==> src/rtl/core/drs_pkg.sv <==
// Shared types, constants and helper function of the disk request scheduler.
package drs_pkg;

    localparam int QUEUE_DEPTH = 16;
    localparam int CYL_W       = 16;
    localparam int SUM_W       = 21;
    localparam int IDX_W       = (QUEUE_DEPTH > 1) ? $clog2(QUEUE_DEPTH) : 1;
    localparam int CNT_W       = $clog2(QUEUE_DEPTH + 1);
    localparam int ADDR_W      = 4;
    localparam int DATA_W      = 32;

    localparam logic [SUM_W-1:0] TOTAL_MAX = {SUM_W{1'b1}};

    localparam logic [1:0] MODE_FCFS = 2'd0;
    localparam logic [1:0] MODE_SSTF = 2'd1;
    localparam logic [1:0] MODE_SCAN = 2'd2;
    localparam logic [1:0] MODE_LOOK = 2'd3;

    localparam logic [1:0] DIR_ANY  = 2'd0;
    localparam logic [1:0] DIR_UP   = 2'd1;
    localparam logic [1:0] DIR_DOWN = 2'd2;

    localparam logic [ADDR_W-1:0] ADDR_MODE     = 4'h0;
    localparam logic [ADDR_W-1:0] ADDR_SWEEP_UP = 4'h4;
    localparam logic [ADDR_W-1:0] ADDR_LAST_CYL = 4'h8;

    localparam logic OP_SET_HEAD = 1'b0;

    // Best candidate found so far, carried from cell to cell.
    typedef struct packed {
        logic               valid;
        logic [IDX_W-1:0]   idx;
        logic [CYL_W-1:0]   span;
        logic [CYL_W-1:0]   cyl;
    } drs_best_t;

    // Control broadcast from the sequencer to every cell.
    typedef struct packed {
        logic [CYL_W-1:0]   head;
        logic [1:0]         dir;
        logic               fcfs;
        logic               clear;
        logic               load;
        logic [IDX_W-1:0]   load_idx;
        logic [CYL_W-1:0]   load_cyl;
        logic               mark;
        logic [IDX_W-1:0]   mark_idx;
    } drs_bcast_t;

    function automatic logic [CYL_W-1:0] gap(input logic [CYL_W-1:0] a,
                                             input logic [CYL_W-1:0] b);
        return (a > b) ? (a - b) : (b - a);
    endfunction

endpackage

==> src/rtl/core/drs_cell.sv <==
// One queue slot: holds a request and compares it against the passing best candidate.
module drs_cell
    import drs_pkg::*;
(
    input  logic             clk,
    input  logic             rst_n,
    input  logic [IDX_W-1:0] idx,
    input  drs_bcast_t       bcast,
    input  drs_best_t        best_in,
    output drs_best_t        best_out
);

    logic [CYL_W-1:0] cyl_reg;
    logic             occ_reg;
    logic             served_reg;
    drs_best_t        best_reg;
    drs_best_t        best_next;

    logic [CYL_W-1:0] span;
    logic             dir_ok;
    logic             eligible;
    logic             take;

    always_comb
    begin
        span = gap(cyl_reg, bcast.head);
        case (bcast.dir)
            DIR_UP:   dir_ok = (cyl_reg >= bcast.head);
            DIR_DOWN: dir_ok = (cyl_reg <= bcast.head);
            default:  dir_ok = 1'b1;
        endcase
        eligible = occ_reg && !served_reg && dir_ok;
        // Strict comparison keeps the lowest index on a tie.
        take = eligible && (!best_in.valid || (!bcast.fcfs && (span < best_in.span)));
        if (take)
        begin
            best_next.valid = 1'b1;
            best_next.idx   = idx;
            best_next.span  = span;
            best_next.cyl   = cyl_reg;
        end
        else
        begin
            best_next = best_in;
        end
    end

    always_ff @(posedge clk or negedge rst_n)
    begin
        if (!rst_n)
        begin
            occ_reg    <= 1'b0;
            served_reg <= 1'b0;
            best_reg   <= '0;
        end
        else
        begin
            best_reg <= best_next;
            if (bcast.clear)
            begin
                occ_reg    <= 1'b0;
                served_reg <= 1'b0;
            end
            else if (bcast.load && (bcast.load_idx == idx))
            begin
                occ_reg    <= 1'b1;
                served_reg <= 1'b0;
            end
            else if (bcast.mark && (bcast.mark_idx == idx))
            begin
                served_reg <= 1'b1;
            end
        end
    end

    always_ff @(posedge clk)
    begin
        if (bcast.load && (bcast.load_idx == idx))
        begin
            cyl_reg <= bcast.load_cyl;
        end
    end

    assign best_out = best_reg;

endmodule

==> src/rtl/core/drs_ctrl.sv <==
// Sequencer: loads the batch, steps through the schedule and registers the results.
module drs_ctrl
    import drs_pkg::*;
(
    input  logic             clk,
    input  logic             rst_n,
    input  logic             start,
    input  logic             operation,
    input  logic [CYL_W-1:0] cylinder,
    input  logic             last,
    input  logic [1:0]       mode_i,
    input  logic             sweep_up_i,
    input  logic [CYL_W-1:0] last_cyl_i,
    input  drs_best_t        best_i,
    output drs_bcast_t       bcast,
    output logic             busy,
    output logic             result_strobe,
    output logic [CYL_W-1:0] visit_cylinder,
    output logic [SUM_W-1:0] movement_total,
    output logic             end_of_run
);

    localparam logic [2:0] S_IDLE   = 3'd0;
    localparam logic [2:0] S_SEARCH = 3'd1;
    localparam logic [2:0] S_DECIDE = 3'd2;
    localparam logic [2:0] S_FINAL  = 3'd3;
    localparam logic [2:0] S_DONE   = 3'd4;

    logic [2:0]       state_reg, state_next;
    logic [IDX_W-1:0] cnt_reg, cnt_next;
    logic [CNT_W-1:0] count_reg, count_next;
    logic [CNT_W-1:0] left_reg, left_next;
    logic [CYL_W-1:0] head_reg, head_next;
    logic [SUM_W-1:0] sum_reg, sum_next;
    logic             up_reg, up_next;
    logic             edge_done_reg, edge_done_next;
    logic             retry_reg, retry_next;
    logic             pend_valid_reg, pend_valid_next;
    logic [CYL_W-1:0] pend_cyl_reg, pend_cyl_next;
    logic [SUM_W-1:0] pend_sum_reg, pend_sum_next;
    logic             strobe_reg, strobe_next;
    logic [CYL_W-1:0] vcyl_reg, vcyl_next;
    logic [SUM_W-1:0] vsum_reg, vsum_next;
    logic             end_reg, end_next;

    logic             prod;
    logic [CYL_W-1:0] prod_cyl;
    logic [SUM_W-1:0] prod_sum;
    logic [CYL_W-1:0] edge_cyl;
    logic             before_edge;
    logic [CYL_W-1:0] move_target;
    logic [SUM_W:0]   sum_ext;
    logic [SUM_W-1:0] mv_sum;
    logic [CNT_W-1:0] count_after;
    logic             is_sweep;

    always_comb
    begin
        is_sweep    = (mode_i inside {MODE_SCAN, MODE_LOOK});
        edge_cyl    = up_reg ? last_cyl_i : '0;
        before_edge = up_reg ? (head_reg < edge_cyl) : (head_reg > edge_cyl);
        move_target = ((state_reg == S_DECIDE) && best_i.valid) ? best_i.cyl : edge_cyl;
        sum_ext     = {1'b0, sum_reg} + (SUM_W+1)'(gap(head_reg, move_target));
        // TOTAL_MAX is all ones, so a carry out means the total saturates.
        mv_sum      = sum_ext[SUM_W] ? TOTAL_MAX : sum_ext[SUM_W-1:0];
        count_after = ((operation != OP_SET_HEAD) && (count_reg < CNT_W'(QUEUE_DEPTH)))
                      ? count_reg + 1'b1 : count_reg;

        state_next      = state_reg;
        cnt_next        = cnt_reg;
        count_next      = count_reg;
        left_next       = left_reg;
        head_next       = head_reg;
        sum_next        = sum_reg;
        up_next         = up_reg;
        edge_done_next  = edge_done_reg;
        retry_next      = retry_reg;
        pend_valid_next = pend_valid_reg;
        pend_cyl_next   = pend_cyl_reg;
        pend_sum_next   = pend_sum_reg;
        strobe_next     = 1'b0;
        vcyl_next       = vcyl_reg;
        vsum_next       = vsum_reg;
        end_next        = end_reg;

        prod     = 1'b0;
        prod_cyl = head_reg;
        prod_sum = sum_reg;

        bcast.head     = head_reg;
        bcast.dir      = is_sweep ? (up_reg ? DIR_UP : DIR_DOWN) : DIR_ANY;
        bcast.fcfs     = (mode_i == MODE_FCFS);
        bcast.clear    = 1'b0;
        bcast.load     = 1'b0;
        bcast.load_idx = count_reg[IDX_W-1:0];
        bcast.load_cyl = cylinder;
        bcast.mark     = 1'b0;
        bcast.mark_idx = best_i.idx;

        case (state_reg)
            S_IDLE:
            begin
                if (start)
                begin
                    if (operation == OP_SET_HEAD)
                    begin
                        head_next = cylinder;
                    end
                    else if (count_reg < CNT_W'(QUEUE_DEPTH))
                    begin
                        bcast.load = 1'b1;
                    end
                    count_next = count_after;
                    if (last)
                    begin
                        sum_next       = '0;
                        prod           = 1'b1;
                        prod_cyl       = (operation == OP_SET_HEAD) ? cylinder : head_reg;
                        prod_sum       = '0;
                        left_next      = count_after;
                        up_next        = sweep_up_i;
                        edge_done_next = 1'b0;
                        retry_next     = 1'b0;
                        cnt_next       = '0;
                        state_next     = (count_after != '0) ? S_SEARCH : S_FINAL;
                    end
                end
            end
            S_SEARCH:
            begin
                // The candidate passes through the register of every cell on its way to the chain end.
                if (cnt_reg == IDX_W'(QUEUE_DEPTH - 1))
                begin
                    state_next = S_DECIDE;
                end
                else
                begin
                    cnt_next = cnt_reg + 1'b1;
                end
            end
            S_DECIDE:
            begin
                cnt_next = '0;
                if (best_i.valid)
                begin
                    bcast.mark = 1'b1;
                    left_next  = left_reg - 1'b1;
                    head_next  = best_i.cyl;
                    sum_next   = mv_sum;
                    prod       = 1'b1;
                    prod_cyl   = best_i.cyl;
                    prod_sum   = mv_sum;
                    retry_next = 1'b0;
                    state_next = (left_reg == CNT_W'(1)) ? S_FINAL : S_SEARCH;
                end
                else if (is_sweep && !retry_reg)
                begin
                    // Nothing left in this direction: visit the edge once for
                    // SCAN, then reverse and search again.
                    if ((mode_i == MODE_SCAN) && !edge_done_reg && before_edge)
                    begin
                        head_next = edge_cyl;
                        sum_next  = mv_sum;
                        prod      = 1'b1;
                        prod_cyl  = edge_cyl;
                        prod_sum  = mv_sum;
                    end
                    edge_done_next = 1'b1;
                    up_next        = !up_reg;
                    retry_next     = 1'b1;
                    state_next     = S_SEARCH;
                end
                else
                begin
                    state_next = S_FINAL;
                end
            end
            S_FINAL:
            begin
                if ((mode_i == MODE_SCAN) && !edge_done_reg && (count_reg != '0) && before_edge)
                begin
                    head_next = edge_cyl;
                    sum_next  = mv_sum;
                    prod      = 1'b1;
                    prod_cyl  = edge_cyl;
                    prod_sum  = mv_sum;
                end
                state_next = S_DONE;
            end
            S_DONE:
            begin
                strobe_next     = 1'b1;
                vcyl_next       = pend_cyl_reg;
                vsum_next       = pend_sum_reg;
                end_next        = 1'b1;
                pend_valid_next = 1'b0;
                bcast.clear     = 1'b1;
                count_next      = '0;
                left_next       = '0;
                state_next      = S_IDLE;
            end
            default:
            begin
                state_next = S_IDLE;
            end
        endcase

        // Each result is held as pending until the next one is produced, so that the final one can carry end_of_run.
        if (prod)
        begin
            if (pend_valid_reg)
            begin
                strobe_next = 1'b1;
                vcyl_next   = pend_cyl_reg;
                vsum_next   = pend_sum_reg;
                end_next    = 1'b0;
            end
            pend_valid_next = 1'b1;
            pend_cyl_next   = prod_cyl;
            pend_sum_next   = prod_sum;
        end
    end

    always_ff @(posedge clk or negedge rst_n)
    begin
        if (!rst_n)
        begin
            state_reg      <= S_IDLE;
            cnt_reg        <= '0;
            count_reg      <= '0;
            left_reg       <= '0;
            head_reg       <= '0;
            sum_reg        <= '0;
            up_reg         <= 1'b0;
            edge_done_reg  <= 1'b0;
            retry_reg      <= 1'b0;
            pend_valid_reg <= 1'b0;
            strobe_reg     <= 1'b0;
        end
        else
        begin
            state_reg      <= state_next;
            cnt_reg        <= cnt_next;
            count_reg      <= count_next;
            left_reg       <= left_next;
            head_reg       <= head_next;
            sum_reg        <= sum_next;
            up_reg         <= up_next;
            edge_done_reg  <= edge_done_next;
            retry_reg      <= retry_next;
            pend_valid_reg <= pend_valid_next;
            strobe_reg     <= strobe_next;
        end
    end

    always_ff @(posedge clk)
    begin
        pend_cyl_reg <= pend_cyl_next;
        pend_sum_reg <= pend_sum_next;
        vcyl_reg     <= vcyl_next;
        vsum_reg     <= vsum_next;
        end_reg      <= end_next;
    end

    assign busy           = (state_reg != S_IDLE);
    assign result_strobe  = strobe_reg;
    assign visit_cylinder = vcyl_reg;
    assign movement_total = vsum_reg;
    assign end_of_run     = end_reg;

    a_left_within_count: assert property (@(posedge clk) disable iff (!rst_n)
        left_reg <= count_reg)
        else $error("requests left to serve exceed the stored count");

    a_plain_modes_find: assert property (@(posedge clk) disable iff (!rst_n)
        (state_reg == S_DECIDE) && ((mode_i == MODE_FCFS) || (mode_i == MODE_SSTF))
        |-> best_i.valid)
        else $error("search found no request although some are unserved");

    a_strobe_from_pending: assert property (@(posedge clk) disable iff (!rst_n)
        strobe_reg |-> $past(pend_valid_reg))
        else $error("result transfer without a pending result");

    a_end_closes_run: assert property (@(posedge clk) disable iff (!rst_n)
        (strobe_reg && end_reg) |-> (state_reg == S_IDLE) && !pend_valid_reg)
        else $error("final result transfer while the run is still active");

endmodule

==> src/rtl/core/disk_request_scheduler_unit.sv <==
// Top level of the disk request scheduler: register port, sequencer and cell chain.
//
//  Channel   | Signals                                         | Transfer
//  ----------+-------------------------------------------------+---------------------------------
//  request   | start, busy, operation, cylinder, last          | start high while busy low
//  result    | result_strobe, visit_cylinder, movement_total,  | the cycle result_strobe is high
//            | end_of_run                                      |
//  registers | psel, penable, pwrite, paddr, pwdata, prdata,   | psel, penable, pwrite, pready
//            | pready                                          |
//
// Loading accepts one item per cycle while busy is low. Each scheduled visit takes a search in
// which the candidate travels the whole cell chain; the single sweep reversal of a scan or look
// run adds one more search. The final result transfer comes in the same cycle in which busy
// falls. Reset clears the queue and all control state at once; no clearing pass.
// Results cannot be stalled by the receiver, so the block never waits on the result side.
module disk_request_scheduler_unit
    import drs_pkg::*;
(
    input  logic              clk,
    input  logic              rst_n,
    input  logic              start,
    output logic              busy,
    input  logic              operation,
    input  logic [CYL_W-1:0]  cylinder,
    input  logic              last,
    output logic              result_strobe,
    output logic [CYL_W-1:0]  visit_cylinder,
    output logic [SUM_W-1:0]  movement_total,
    output logic              end_of_run,
    input  logic              psel,
    input  logic              penable,
    input  logic              pwrite,
    input  logic [ADDR_W-1:0] paddr,
    input  logic [DATA_W-1:0] pwdata,
    output logic [DATA_W-1:0] prdata,
    output logic              pready
);

    logic [1:0]       mode_reg;
    logic             sweep_up_reg;
    logic [CYL_W-1:0] last_cyl_reg;
    logic             wr_en;

    drs_bcast_t       bcast;
    drs_best_t        chain [0:QUEUE_DEPTH];

    assign pready = 1'b1;
    assign wr_en  = psel && penable && pwrite && pready;

    always_ff @(posedge clk or negedge rst_n)
    begin
        if (!rst_n)
        begin
            mode_reg     <= MODE_FCFS;
            sweep_up_reg <= 1'b0;
            last_cyl_reg <= {CYL_W{1'b1}};
        end
        else if (wr_en)
        begin
            case (paddr)
                ADDR_MODE:     mode_reg     <= pwdata[1:0];
                ADDR_SWEEP_UP: sweep_up_reg <= pwdata[0];
                ADDR_LAST_CYL: last_cyl_reg <= pwdata[CYL_W-1:0];
                default:       ;
            endcase
        end
    end

    always_comb
    begin
        case (paddr)
            ADDR_MODE:     prdata = DATA_W'(mode_reg);
            ADDR_SWEEP_UP: prdata = DATA_W'(sweep_up_reg);
            ADDR_LAST_CYL: prdata = DATA_W'(last_cyl_reg);
            default:       prdata = '0;
        endcase
    end

    drs_ctrl u_ctrl (
        .clk            (clk),
        .rst_n          (rst_n),
        .start          (start),
        .operation      (operation),
        .cylinder       (cylinder),
        .last           (last),
        .mode_i         (mode_reg),
        .sweep_up_i     (sweep_up_reg),
        .last_cyl_i     (last_cyl_reg),
        .best_i         (chain[QUEUE_DEPTH]),
        .bcast          (bcast),
        .busy           (busy),
        .result_strobe  (result_strobe),
        .visit_cylinder (visit_cylinder),
        .movement_total (movement_total),
        .end_of_run     (end_of_run)
    );

    // The chain head starts every search with no candidate.
    assign chain[0] = '0;

    for (genvar i = 0; i < QUEUE_DEPTH; i++)
    begin : g_cell
        drs_cell u_cell (
            .clk      (clk),
            .rst_n    (rst_n),
            .idx      (IDX_W'(i)),
            .bcast    (bcast),
            .best_in  (chain[i]),
            .best_out (chain[i+1])
        );
    end

endmodule
==> config.mk <==
export PLATFORM = sky130hd
export DESIGN_NAME = disk_request_scheduler_unit
export DESIGN_NICKNAME = d
export VERILOG_FILES = /design/src/rtl/core/drs_pkg.sv /design/src/rtl/core/drs_cell.sv /design/src/rtl/core/drs_ctrl.sv /design/src/rtl/core/disk_request_scheduler_unit.sv
export SDC_FILE = /design/constraint.sdc
export NUM_CORES = 2
export LEC_CHECK = 0
export ABC_AREA = 1
export BUFFER_PORTS_ARGS = -buffer_cell sky130_fd_sc_hd__buf_4
export CAP_MARGIN = 10
export CORE_MARGIN = 8
export CORE_UTILIZATION = 40
export CTS_CLUSTER_SIZE = 8
export DETAILED_ROUTE_END_ITERATION = 12
export PLACE_DENSITY = 0.61
export SYNTH_ARGS = -nofsm -noshare
export SYNTH_HDL_FRONTEND = slang
export SYNTH_HIERARCHICAL = 1
export SYNTH_SLANG_ARGS = --single-unit
==> constraint.sdc <==
create_clock -name clk -period 5.4 [get_ports clk]
set_clock_uncertainty 0.1 [all_clocks]
set_input_delay 0.54 -clock clk [delete_from_list [all_inputs] [get_ports clk]]
set_output_delay 0.54 -clock clk [all_outputs]
set_load 0.01 [all_outputs]
==> key figures <==
Clock tree
  – CTS Sinks: 1017
  – Worst-skew pair later-pin latency: about 0.82 ns
  – CTS H-tree depth: 4
  – Maximum clock path buffer count: 3
  – Worst-path clk slew: about 0.05 ns
  – CTS tree: yes
  – Clock root buffer master: clkbuf_16
  – CTS buffer count: 149

Power
  – Comb pwr share: 66.6%
  – Cell Pwr Density: a little under 700 nW/um^2
  – Sequential share of power: 19.7%
  – Clock group share of total power: 13.7%
  – IR Drop Worst-Case VDD: around 0.00042 V
  – Leak: 51.51 nW
  – Net switching fraction of the power: 52.35%
  – Total power: about 67 mW
  – Psw: 35.26 mW
  – Int Power: 32.09 mW

STA
  – Slew @ Worst Pin: approximately 1.1 ns
  – Worst slew margin: 25.49%
  – Setup TNS: 0 ns
  – F_max: 194.8 MHz
  – WHS: 0.05996 ns
  – Minimum clock period: roughly 5 ns
  – Pins over their slew limit: 0
  – Fin crit share: 95.07%
  – Final worst slack: 0.2661 ns
  – Final hold violation count: 0
  – Final setup fails: 0

Cells and area
  – Final instance area: 97090 um^2
  – Nets: between 10000 and 15000
  – Commonest non-fill, non-tap cell in the layout: nand2_1
  – Area Growth Syn to Fin: 11.61%
  – Most frequent cells in the layout: 3363 x nand2_1, 2056 x inv_1, 825 x ha_1
  – Share of layout cells above drive strength 1: 16.36%
  – Max FFs per register: 576

Drt
  – Routed via count: 74520
  – Wirelength per Cell: between 15 and 20 um
  – Post-route ant nets: 0
  – 1st-pass router iterations: 6
  – DR iter-0 viols: ~6600
  – Total Routed Length: approximately 280000 um
  – Post-route DRC: 0
  – Via-to-Cell Ratio: 4.938

Setup path
  – Req. time, crit path: 5.85 ns
  – Slowest stage delay, CP: 0.39 ns
  – Worst setup EP type: flop
  – Critical Path AT: 5.58 ns
  – Max FO, Critical Path: 22
  – R2R setup slack: ~0.27 ns
  – Worst path most repeated cell: a21oi_2
  – Slowest CP cell: dfrtp_1
  – Startpoint Class: flop
  – Critical path type: flop to flop

Placement
  – HPWL after DPL: around 210000 um
  – Post-DP Area: 91880 um^2
  – Pre-CTS worst setup slack: 0.1420 ns
  – Gpl congestion: 0.9678
  – Port bufs: approximately 100

Floorplanning
  – Die X: 482.3 um
  – Die area: roughly 230000 um^2
  – Row Count: ~170
  – Starting Density: 40.14%
  – Top Ports: 133
  – Die height: about 480 um
  – Core area: 216700 um^2

Global route
  – First-pass GRT wire length: 421800 um
  – Largest net degree at the start of global routing: 116
  – Vias in the first global route: about 70000
  – Gr ovfl total: 0
  – Initial antenna violation count: 20
  – Global-route usage over all layers: 23.55%

Status
  – Status: complete, no violations

Run
  – Max-cap violations: 0

Worst hold path
  – Tightest Hold Check Type: input pin to flop

Synthesis
  – Syn_area_per_cell: between 7 and 8 um^2
  – Synthesis Warnings: 6
  – Mapped Cells: approximately 12000
  – Cell Area, Synth: 86990 um^2
==> final cells by class <==
| type | instances | area [um^2] |
|---|---|---|
| repair buffers | 336 | 3189 |
| clock inverters | 20 | 429.2 |
| fillers | 22030 | 119600 |
| inverters | 2121 | 7966 |
| diodes | 6 | 15.01 |
| multi-input cells | 8490 | 50970 |
| well taps | 2854 | 3571 |
| flip-flops and latches | 1017 | 26770 |
| clock buffers | 248 | 4180 |
==> power groups by stage <==
stage,logic [mW],clock network [mW],registers [mW]
after floorplan,32.0,0,12.5
after global placement,43.7,0,13.4
after detailed placement,43.9,0,13.4
after CTS,44.2,9.43,13.3
after global routing,50.4,9.75,13.5
final,44.9,9.21,13.3
==> worst paths after layout <==
kind,from,depth (start not counted),to
min in group asynchronous,rst_n,2,g_cell[2].u_cell/best_out[36]$_DFF_PN0_
max in group asynchronous,rst_n,3,u_ctrl/head_reg[11]$_DFFE_PN0P_
worst min register to register,g_cell[1].u_cell/best_out[35]$_DFF_PN0_,2,g_cell[2].u_cell/best_out[35]$_DFF_PN0_
worst min-delay path,pwrite,5,last_cyl_reg[10]$_DFFE_PN1P_
worst max-delay path,u_ctrl/state_reg[0]$_DFFE_PN0P_,31,u_ctrl/pend_sum_reg[15]$_DFFE_PP_
worst max register to register,u_ctrl/state_reg[0]$_DFFE_PN0P_,31,u_ctrl/pend_sum_reg[15]$_DFFE_PP_
==> worst max-delay path: cells and delay by family, from the launching register on <==
kind	cells	cell delay [ns]
compound gates	8	1.30
simple gates	11	1.13
buf+inv	9	1.03
fa+ha+maj	2	0.63
flops	1	0.39
mux	1	0.29
==> per-layer routing <==
layer / GRT usage, % / share of wire, %
met5: 0 / 0.012
met4: 8.682 / 4.2
met3: 3.077 / 6.2
met2: 37.49 / 44
met1: 32.70 / 45
==> timing repair <==
item | in CTS | in global routing
endpoints found under the hold margin | 93 | 0
endpoints found under the setup margin | 0 | 42
hold buffers | 22 | 0
gates resized for setup | 0 | 57
buffers inserted | 0 | 15
==> metrics by stage <==
stage / instances / utilization, %
floorplan: 11900 / -
global placement: 14780 / 42.39
detailed placement: 14780 / 42.39
CTS: 15070 / 44.62
global route: 15090 / 44.79
finish: 15090 / 44.80
Power figures use the tool's default switching activity.
